### src/hw/rtl/bkbb_pkg.sv
package bkbb_pkg;

    localparam int W_W     = 16;
    localparam int V_W     = 16;
    localparam int L_W     = 8;
    localparam int CAP_W   = 24;
    localparam int TV_W    = 30;
    localparam int POS_W   = 6;
    localparam int IT_W    = W_W + V_W + L_W;
    localparam int MAX_ITEMS_DEF = 32;

    typedef enum logic [5:0] {
        ST_LOAD, ST_S_INIT, ST_S_RDJ, ST_S_RDJM, ST_S_CAPB, ST_S_MUL, ST_S_CMP,
        ST_S_WRJ, ST_S_WRJM, ST_S_NEXT, ST_R_INIT, ST_E_RD, ST_E_RD2, ST_E_CAP,
        ST_D_CHK, ST_D_STEP, ST_T_MUL, ST_T_ADD, ST_B_MUL, ST_B_CMP, ST_REC,
        ST_C_RD, ST_C_WR, ST_DESC, ST_UNDO, ST_RET, ST_RET_RD, ST_RET_RD2,
        ST_RET_CAP, ST_RET_MUL, ST_TW_INIT, ST_TW_RD, ST_TW_MUL, ST_TW_ACC,
        ST_EM_INIT, ST_EM_RD, ST_EM_LD, ST_EM_WAIT
    } t_state;

    typedef enum logic [5:0] {
        OP_NOP, OP_S_INIT, OP_RD_J, OP_RD_JM, OP_CAP_B, OP_S_MUL, OP_WR_J,
        OP_WR_JM, OP_S_NEXT, OP_R_INIT, OP_RD_LVL, OP_RD_NXT, OP_RD_NXT_C,
        OP_CAP_NXT, OP_DIV_INIT, OP_DIV_STEP, OP_T_MUL, OP_T_ADD, OP_B_MUL,
        OP_B_CMP, OP_REC, OP_CP_RD, OP_CP_WR, OP_DESC, OP_UNDO, OP_RET,
        OP_TW_INIT, OP_K_CLR, OP_K_RD, OP_TW_MUL, OP_TW_ACC, OP_EM_LD, OP_EM_ACC
    } t_op;

    typedef struct packed {
        t_op  op;
        logic load;
    } t_cmd;

    typedef struct packed {
        logic n_small;
        logic sort_last;
        logic swap;
        logic div_skip;
        logic div_last;
        logic go;
        logic leaf;
        logic better;
        logic k_last;
        logic c_zero;
        logic lvl_zero;
    } t_st;

endpackage

### src/hw/rtl/bkbb_ctrl.sv
module bkbb_ctrl import bkbb_pkg::*; (
    input  logic i_clk,
    input  logic i_rst_n,
    input  t_st  i_st,
    input  logic i_in_valid,
    input  logic i_in_last,
    input  logic i_out_ready,
    output t_cmd o_cmd,
    output logic o_in_ready,
    output logic o_out_valid
);
    t_state r_state, n_state;

    always_ff @(posedge i_clk) begin
        if (!i_rst_n) begin
            r_state <= ST_LOAD;
        end else begin
            r_state <= n_state;
        end
    end

    assign o_in_ready  = (r_state == ST_LOAD);
    assign o_out_valid = (r_state == ST_EM_WAIT);

    always_comb begin
        n_state    = r_state;
        o_cmd.op   = OP_NOP;
        o_cmd.load = 1'b0;
        unique case (r_state)
            ST_LOAD: begin
                o_cmd.load = i_in_valid;
                if (i_in_valid && i_in_last) n_state = ST_S_INIT;
            end
            ST_S_INIT: begin
                o_cmd.op = OP_S_INIT;
                n_state  = i_st.n_small ? ST_R_INIT : ST_S_RDJ;
            end
            ST_S_RDJ:  begin o_cmd.op = OP_RD_J;  n_state = ST_S_RDJM; end
            ST_S_RDJM: begin o_cmd.op = OP_RD_JM; n_state = ST_S_CAPB; end
            ST_S_CAPB: begin o_cmd.op = OP_CAP_B; n_state = ST_S_MUL;  end
            ST_S_MUL:  begin o_cmd.op = OP_S_MUL; n_state = ST_S_CMP;  end
            ST_S_CMP:  n_state = i_st.swap ? ST_S_WRJ : ST_S_NEXT;
            ST_S_WRJ:  begin o_cmd.op = OP_WR_J;  n_state = ST_S_WRJM; end
            ST_S_WRJM: begin o_cmd.op = OP_WR_JM; n_state = ST_S_NEXT; end
            ST_S_NEXT: begin
                o_cmd.op = OP_S_NEXT;
                n_state  = i_st.sort_last ? ST_R_INIT : ST_S_RDJ;
            end
            ST_R_INIT: begin o_cmd.op = OP_R_INIT;  n_state = ST_E_RD;  end
            ST_E_RD:   begin o_cmd.op = OP_RD_LVL;  n_state = ST_E_RD2; end
            ST_E_RD2:  begin o_cmd.op = OP_RD_NXT;  n_state = ST_E_CAP; end
            ST_E_CAP:  begin o_cmd.op = OP_CAP_NXT; n_state = ST_D_CHK; end
            ST_D_CHK: begin
                o_cmd.op = OP_DIV_INIT;
                n_state  = i_st.div_skip ? ST_T_MUL : ST_D_STEP;
            end
            ST_D_STEP: begin
                o_cmd.op = OP_DIV_STEP;
                if (i_st.div_last) n_state = ST_T_MUL;
            end
            ST_T_MUL: begin o_cmd.op = OP_T_MUL; n_state = ST_T_ADD; end
            ST_T_ADD: begin o_cmd.op = OP_T_ADD; n_state = ST_B_MUL; end
            ST_B_MUL: begin o_cmd.op = OP_B_MUL; n_state = ST_B_CMP; end
            ST_B_CMP: begin
                o_cmd.op = OP_B_CMP;
                priority if (!i_st.go) n_state = ST_UNDO;
                else if (i_st.leaf)     n_state = ST_REC;
                else                    n_state = ST_DESC;
            end
            ST_REC: begin
                o_cmd.op = OP_REC;
                n_state  = i_st.better ? ST_C_RD : ST_UNDO;
            end
            ST_C_RD: begin o_cmd.op = OP_CP_RD; n_state = ST_C_WR; end
            ST_C_WR: begin
                o_cmd.op = OP_CP_WR;
                n_state  = i_st.k_last ? ST_UNDO : ST_C_RD;
            end
            ST_DESC: begin o_cmd.op = OP_DESC; n_state = ST_E_RD; end
            ST_UNDO: begin
                o_cmd.op = OP_UNDO;
                priority if (!i_st.c_zero) n_state = ST_T_MUL;
                else if (i_st.lvl_zero)     n_state = ST_TW_INIT;
                else                        n_state = ST_RET;
            end
            ST_RET:     begin o_cmd.op = OP_RET;       n_state = ST_RET_RD;  end
            ST_RET_RD:  begin o_cmd.op = OP_RD_LVL;    n_state = ST_RET_RD2; end
            ST_RET_RD2: begin o_cmd.op = OP_RD_NXT_C;  n_state = ST_RET_CAP; end
            ST_RET_CAP: begin o_cmd.op = OP_CAP_NXT;   n_state = ST_RET_MUL; end
            ST_RET_MUL: begin o_cmd.op = OP_T_MUL;     n_state = ST_UNDO;    end
            ST_TW_INIT: begin o_cmd.op = OP_TW_INIT;   n_state = ST_TW_RD;   end
            ST_TW_RD:   begin o_cmd.op = OP_K_RD;      n_state = ST_TW_MUL;  end
            ST_TW_MUL:  begin o_cmd.op = OP_TW_MUL;    n_state = ST_TW_ACC;  end
            ST_TW_ACC: begin
                o_cmd.op = OP_TW_ACC;
                n_state  = i_st.k_last ? ST_EM_INIT : ST_TW_RD;
            end
            ST_EM_INIT: begin o_cmd.op = OP_K_CLR; n_state = ST_EM_RD;   end
            ST_EM_RD:   begin o_cmd.op = OP_K_RD;  n_state = ST_EM_LD;   end
            ST_EM_LD:   begin o_cmd.op = OP_EM_LD; n_state = ST_EM_WAIT; end
            ST_EM_WAIT: begin
                if (i_out_ready) begin
                    o_cmd.op = OP_EM_ACC;
                    n_state  = i_st.k_last ? ST_LOAD : ST_EM_RD;
                end
            end
            default: n_state = ST_LOAD;
        endcase
    end
endmodule

### config.mk
export PLATFORM = sky130hd
export DESIGN_NAME = bkbb_ctrl
export DESIGN_NICKNAME = d
export VERILOG_FILES = /design/src/hw/rtl/bkbb_pkg.sv /design/src/hw/rtl/bkbb_ctrl.sv
export SDC_FILE = /design/constraint.sdc
export NUM_CORES = 1
export LEC_CHECK = 0
export BUFFER_PORTS_ARGS = -buffer_cell sky130_fd_sc_hd__clkbuf_2
export CELL_PAD_IN_SITES_DETAIL_PLACEMENT = 0
export CELL_PAD_IN_SITES_GLOBAL_PLACEMENT = 2
export CORE_MARGIN = 10
export CORE_UTILIZATION = 29
export DETAILED_ROUTE_END_ITERATION = 8
export PLACE_DENSITY = 0.8
export SETUP_SLACK_MARGIN = 0.02
export SYNTH_ARGS = -nofsm -noshare
export SYNTH_HDL_FRONTEND = slang
export SYNTH_SLANG_ARGS = --single-unit
### constraint.sdc
create_clock -name i_clk -period 2.5 [get_ports i_clk]
set_clock_uncertainty 0.2 [all_clocks]
set_input_delay 0.5 -clock i_clk [delete_from_list [all_inputs] [get_ports i_clk]]
set_output_delay 0.5 -clock i_clk [all_outputs]
set_load 0.03 [all_outputs]
==> results of run 1 <==
Yosys cell counts, types with 3 or more instances:
cell,n,area (um^2)
o21ai_0,19,95.1
a21oi_1,18,90.1
nor2_1,16,60.1
buf_2,13,65.1
nand2_1,11,41.3
nor3_1,8,40.0
a31oi_1,7,43.8
nand2b_1,7,43.8
nand3_1,7,35.0
dfxtp_1,6,120
nor2b_1,6,37.5
inv_1,5,18.8
nor4_1,4,25.0
and3_1,3,18.8
clkbuf_1,3,11.3
o211ai_1,3,22.5
or3_1,3,18.8
per-layer routing:
layer  global-route usage  part of all wire  wire [um]
met3               0.0123             0.072        340
met4               0.0449             0.022        106
met5                    0                 0          0
met2                0.200              0.46       2180
met1                0.169              0.45       2110
through the flow:
| stage | power [uW] | instances | hold WS, ps |
|---|---|---|---|
| after floorplan | 649 | 191 | 418 |
| after global placement | 905 | 271 | 544 |
| final | 1070 | 274 | 365 |
| after CTS | 1050 | 274 | 356 |
| after detailed placement | 893 | 271 | 566 |
| after global routing | 1150 | 274 | 371 |
layout make-up:
type	count	share of cell area
multi-input cells	160	0.639
flip-flops and latches	6	0.0793
inverters	6	0.0141
clock buffers	3	0.0259
repair buffers	49	0.203
well taps	50	0.0393
logic make-up after synthesis:
group | after synthesis | synth area share
flip-flops | 6 | 0.0964
AO/OA/AOI/OAI | 76 | 0.408
buffers and inverters | 25 | 0.103
multiplexers | 1 | 0.00803
AND/OR/NAND/NOR | 82 | 0.378
XOR/XNOR | 1 | 0.00703
power by group:
| part | total (uW) | switching [uW] | internal [uW] | leakage (uW) |
|---|---|---|---|---|
| clock | 153 | 49.3 | 104 | 0.0000216 |
| combinational | 779 | 470 | 309 | 0.000558 |
| sequential | 141 | 27.6 | 113 | 0.0000503 |
worst max path at each step:
stage / startpoint / endpoint / slack (ps) / depth (start not counted)
global placement: r_state[0]$_SDFFE_PN0P_ / o_cmd[6] / 230 / 6
CTS: r_state[3]$_SDFFE_PN0P_ / o_cmd[3] / 30 / 6
floorplan: r_state[0]$_SDFFE_PN0P_ / o_cmd[4] / 20 / 6
finish: r_state[3]$_SDFFE_PN0P_ / o_cmd[6] / 110 / 6
detailed placement: r_state[1]$_SDFFE_PN0P_ / o_cmd[2] / 240 / 5
global route: r_state[3]$_SDFFE_PN0P_ / o_cmd[0] / 5 / 4
what timing repair did:
item                                    CTS  global route
resized for setup                         5             5
cloned                                    0             0
endpoints found under the setup margin    3             5
==> results.py, run 1 <==
metrics = {
    "pwr": {
        "peakVddDrop_uv": 257,
        "p_leak_uw": 0.000630,
        "powerDensity_nw_per_um2": 674,
    },
    "synthesis": {
        "synth_seq_cells": 6,
        "synthCells": 191,
        "yosysUniqueCellTypes": 59,
        "synth_area_um2": 1250,
        "synthFlopType": "dfxtp_1",
        "yosys_warnings": 0,
        "async_reset_ff_frac": 0,
        "synth_edf_count": 0,
        "syn-num-nets": 207,
        "avgSynthCellArea_um2": 6.52,
        "yosysSeqAreaShare": 0.0964,
    },
    "clocking": {
        "cts_tree": "yes",
        "post_cts_buffers": 0,
        "cts_buffer_depth": 2,
        "cts_sinks": 6,
        "clkSlewWorstSetupHoldPaths_ps": 40,
        "postCtsHoldBufs": 0,
        "h-tree-depth": 1,
        "cts_made_buffers": 3,
        "cts-root-buf": "clkbuf_8",
        "clkLatencyLatePin_ps": 230,
    },
    "grt": {
        "track_usage": 0.125,
        "antenna_found_initial": 0,
        "grt_overflow": 0,
        "grt_start_max_net_pins": 20,
        "grt_pass1_wl_um": 7840,
        "first_global_vias": 1546,
    },
    "cells_and_area": {
        "final_cell_mix": "buf_4 (24), clkbuf_2 (23), o21ai_0 (18), a21oi_1 (18), nor2_1 (16)",
        "mostFrequentLayoutCell": "buf_4",
        "reg_top3": "r_state (6)",
        "utilization": 0.390,
        "multi_input_comb_area_um2": 1020,
        "nets": 242,
        "drive_gt1_frac": 0.308,
        "layout-area-overhead-vs-synth_pct": 27.8,
        "diodes": 0,
        "top_register": "r_state",
        "nFillCells": 440,
        "fin_area_um2": 1590,
        "largest_register_ffs": 6,
        "seq_area_um2": 126,
    },
    "run": {
        "cap_violations": 0,
    },
    "timing": {
        "rsz0062_at_grt": "yes",
        "fmaxAchievable_mhz": 418,
        "tightest_slew_ps": 472,
        "period_share": 0.958,
        "drv_slew": 0,
        "hold_violations": 0,
        "slew_headroom": 0.683,
        "min_period_ps": 2390,
        "setup_viol": 0,
        "fin_ws_ps": 105,
        "finalSetupTns_ps": 0,
    },
    "detailed_routing": {
        "drtIter0Drc": 210,
        "wl_um": 4740,
        "viasPerCell": 5.89,
        "drc": 0,
        "postRouteAntennaNets": 0,
        "routedWlPerCell_um": 17.3,
        "routed-via-count": 1613,
        "dr.pass1.iters": 4,
    },
    "worst_setup_path": {
        "required_ps": 1800,
        "path_cells": "buf_4 > nand2b_4 > or3_4 > inv_1 > and2_1 > clkbuf_2",
        "critPathKind": "reg -> out",
        "critPathMaxFanout": 7,
        "cp-end-kind": "output pin",
        "rrSetupSlack_ps": 310,
        "cp.arrival_ps": 1690,
        "reg2reg_to": "r_state[2]$_SDFFE_PN0P_",
        "cp_top_family": "simple AND/OR/NAND/NOR gates",
        "startpoint_type": "flip-flop",
        "r2r_cells": 5,
        "cp_slowest_cell": "or3_4",
        "cp_slowest_stage_delay_ps": 400,
        "rr_startpoint": "r_state[4]$_SDFFE_PN0P_",
        "critPathBufInv": 3,
    },
    "place": {
        "io_buffers": 24,
        "pre_cts_slack_ps": 237,
        "placed_area_um2": 1520,
        "place_hpwl_um": 3730,
        "place.gp.congestion": 0.927,
    },
    "floorplanning": {
        "num_rows": 23,
        "core_area_um2": 4090,
        "ioPinCount": 25,
        "die_area_um2": 7320,
        "initial_utilization": 0.305,
        "die_h_um": 85.6,
        "fp.dieW_um": 85.6,
    },
    "hold_path": {
        "hp-class": "in -> reg",
        "whs_endpoint": "r_state[3]$_SDFFE_PN0P_",
        "min_path_cells": 2,
        "hp-start": "i_rst_n",
    },
    "run_status": {
        "status": "complete, no violations",
    },
}
No activity file was read; power rests on OpenSTA's default activity.
==> run 2: changes to the inputs <==
--- a/config.mk
+++ b/config.mk
@@ -11,7 +11,8 @@
 export CORE_MARGIN = 10
 export CORE_UTILIZATION = 29
 export DETAILED_ROUTE_END_ITERATION = 8
-export PLACE_DENSITY = 0.8
+export MAX_ROUTING_LAYER = met4
+export PLACE_DENSITY = 0.81
 export SETUP_SLACK_MARGIN = 0.02
 export SYNTH_ARGS = -nofsm -noshare
 export SYNTH_HDL_FRONTEND = slang
==> run 2 against run 1 <==
Against the previous run: sequential power is 6% lower; cell area is 1.3% lower; via count is 1.5% lower; sequential share of layout area is 0.052 points lower; maximum frequency is 0.57% higher; clock power is 5% lower; critical path depth stayed put; register-to-register slack better by 100 ps; combinational power is 0.9% lower; critical path type unchanged; highest routed layer unchanged.
==> results.py, run 2 (synthesis results as in run 1) <==
metrics = {
    "worst_setup_path": {
        "rrSetupSlack_ps": 410,
        "required_ps": 1800,
        "r2r_cells": 6,
        "critPathKind": "reg -> out",
        "cp-end-kind": "output pin",
        "rr_startpoint": "r_state[1]$_SDFFE_PN0P_",
        "cp.arrival_ps": 1680,
        "startpoint_type": "flip-flop",
        "reg2reg_to": "r_state[1]$_SDFFE_PN0P_",
        "critPathMaxFanout": 7,
    },
    "floorplanning": {
        "core_area_um2": 4090,
        "die_area_um2": 7320,
        "ioPinCount": 25,
        "initial_utilization": 0.305,
        "die_h_um": 85.6,
        "fp.dieW_um": 85.6,
        "num_rows": 23,
    },
    "detailed_routing": {
        "wl_um": 4570,
        "dr.pass1.iters": 4,
        "drc": 0,
        "drtIter0Drc": 134,
        "routed-via-count": 1589,
        "viasPerCell": 5.86,
        "routedWlPerCell_um": 16.9,
        "postRouteAntennaNets": 0,
    },
    "cells_and_area": {
        "fin_cells": 271,
        "reg_top3": "r_state (6)",
        "largest_register_ffs": 6,
        "diodes": 0,
        "final_cell_mix": "clkbuf_2 (21), buf_4 (20), o21ai_0 (18), a21oi_1 (18), nor2_1 (16)",
        "nFillCells": 455,
        "layout-area-overhead-vs-synth_pct": 26.1,
        "drive_gt1_frac": 0.299,
        "nets": 239,
        "mostFrequentLayoutCell": "clkbuf_2",
        "top_register": "r_state",
        "fin_area_um2": 1570,
    },
    "clocking": {
        "cts_made_buffers": 3,
        "cts_buffer_depth": 2,
        "post_cts_buffers": 0,
        "clkLatencyLatePin_ps": 220,
        "clkSlewWorstSetupHoldPaths_ps": 40,
        "cts_sinks": 6,
        "h-tree-depth": 1,
        "cts-root-buf": "clkbuf_8",
        "postCtsHoldBufs": 0,
        "cts_tree": "yes",
    },
    "place": {
        "place.gp.congestion": 0.941,
        "place_hpwl_um": 3640,
        "placed_area_um2": 1490,
        "io_buffers": 24,
        "dp_cells": 268,
    },
    "timing": {
        "tightest_slew_ps": 558,
        "min_period_ps": 2380,
        "drv_slew": 0,
        "setup_viol": 0,
        "slew_headroom": 0.619,
        "hold_violations": 0,
        "period_share": 0.952,
        "finalSetupTns_ps": 0,
        "rsz0062_at_grt": "yes",
        "fmaxAchievable_mhz": 420,
    },
    "pwr": {
        "peakVddDrop_uv": 356,
        "powerDensity_nw_per_um2": 667,
        "p_leak_uw": 0.000618,
    },
    "grt": {
        "grt_overflow": 0,
        "grt_start_max_net_pins": 22,
        "antenna_found_initial": 0,
        "track_usage": 0.123,
        "grt_pass1_wl_um": 7470,
        "first_global_vias": 1514,
    },
    "hold_path": {
        "whs_endpoint": "r_state[3]$_SDFFE_PN0P_",
        "hp-start": "i_rst_n",
        "min_path_cells": 2,
        "hp-class": "in -> reg",
    },
    "run_status": {
        "status": "complete, no violations",
    },
    "run": {
        "cap_violations": 0,
    },
}
-- run 2: timing repair --
action | 4_1_cts | 5_1_grt
gates cloned | 0 | 0
gates resized for setup | 1 | 18
hold endpoints to repair | 0 | 0
setup endpoints to repair | 2 | 6
-- run 2: cell type report --
type / count / area (um^2) / share of cell area
clock buffers: 3 / 41.3 / 0.0263
multi-input cells: 160 / 1020 / 0.647
repair buffers: 46 / 304 / 0.193
inverters: 6 / 22.5 / 0.0143
flip-flops and latches: 6 / 124 / 0.0788
well taps: 50 / 62.6 / 0.0398
-- run 2: worst max-delay path by stage --
stage               slack [ps]        to               startpoint
global route                 2  o_cmd[3]  r_state[1]$_SDFFE_PN0P_
CTS                         20  o_cmd[3]  r_state[5]$_SDFFE_PN0P_
detailed placement         230  o_cmd[3]  r_state[5]$_SDFFE_PN0P_
global placement           260  o_cmd[2]  r_state[5]$_SDFFE_PN0P_
finish                     120  o_cmd[3]  r_state[1]$_SDFFE_PN0P_
floorplan                   20  o_cmd[4]  r_state[0]$_SDFFE_PN0P_
-- run 2: critical path, stage by stage, from the launching register on --
cell and delay (ps):
dfxtp_1 380, or2_2 360, nor3_2 170, a21oi_1 60
o22a_1 180, o22ai_1 130, buf_4 180
-- run 2: layer usage --
metal | track usage | up-vias | share of wire
li1 | - | 785 | -
met1 | 0.160 | 735 | 0.45
met2 | 0.198 | 63 | 0.48
met3 | 0.0114 | 6 | 0.056
met4 | 0.0314 | 0 | 0.013
met5 | - | - | 0
-- run 2: through the flow --
step	total power (uW)	setup WS (ps)	hold WS (ps)	util
2_1_floorplan	649	23.2	418	-
3_3_place_gp	885	259	547	0.364
3_5_place_dp	874	233	556	0.364
4_1_cts	1030	15.1	367	0.375
5_1_grt	1130	2.49	378	0.385
6_report	1050	119	358	0.385
-- run 2: where the power goes --
group / internal (uW) / switching, uW / total (uW)
Clock: 103 / 41.4 / 145
Sequential: 111 / 20.2 / 132
Combinational: 302 / 471 / 772
Total: 517 / 532 / 1050
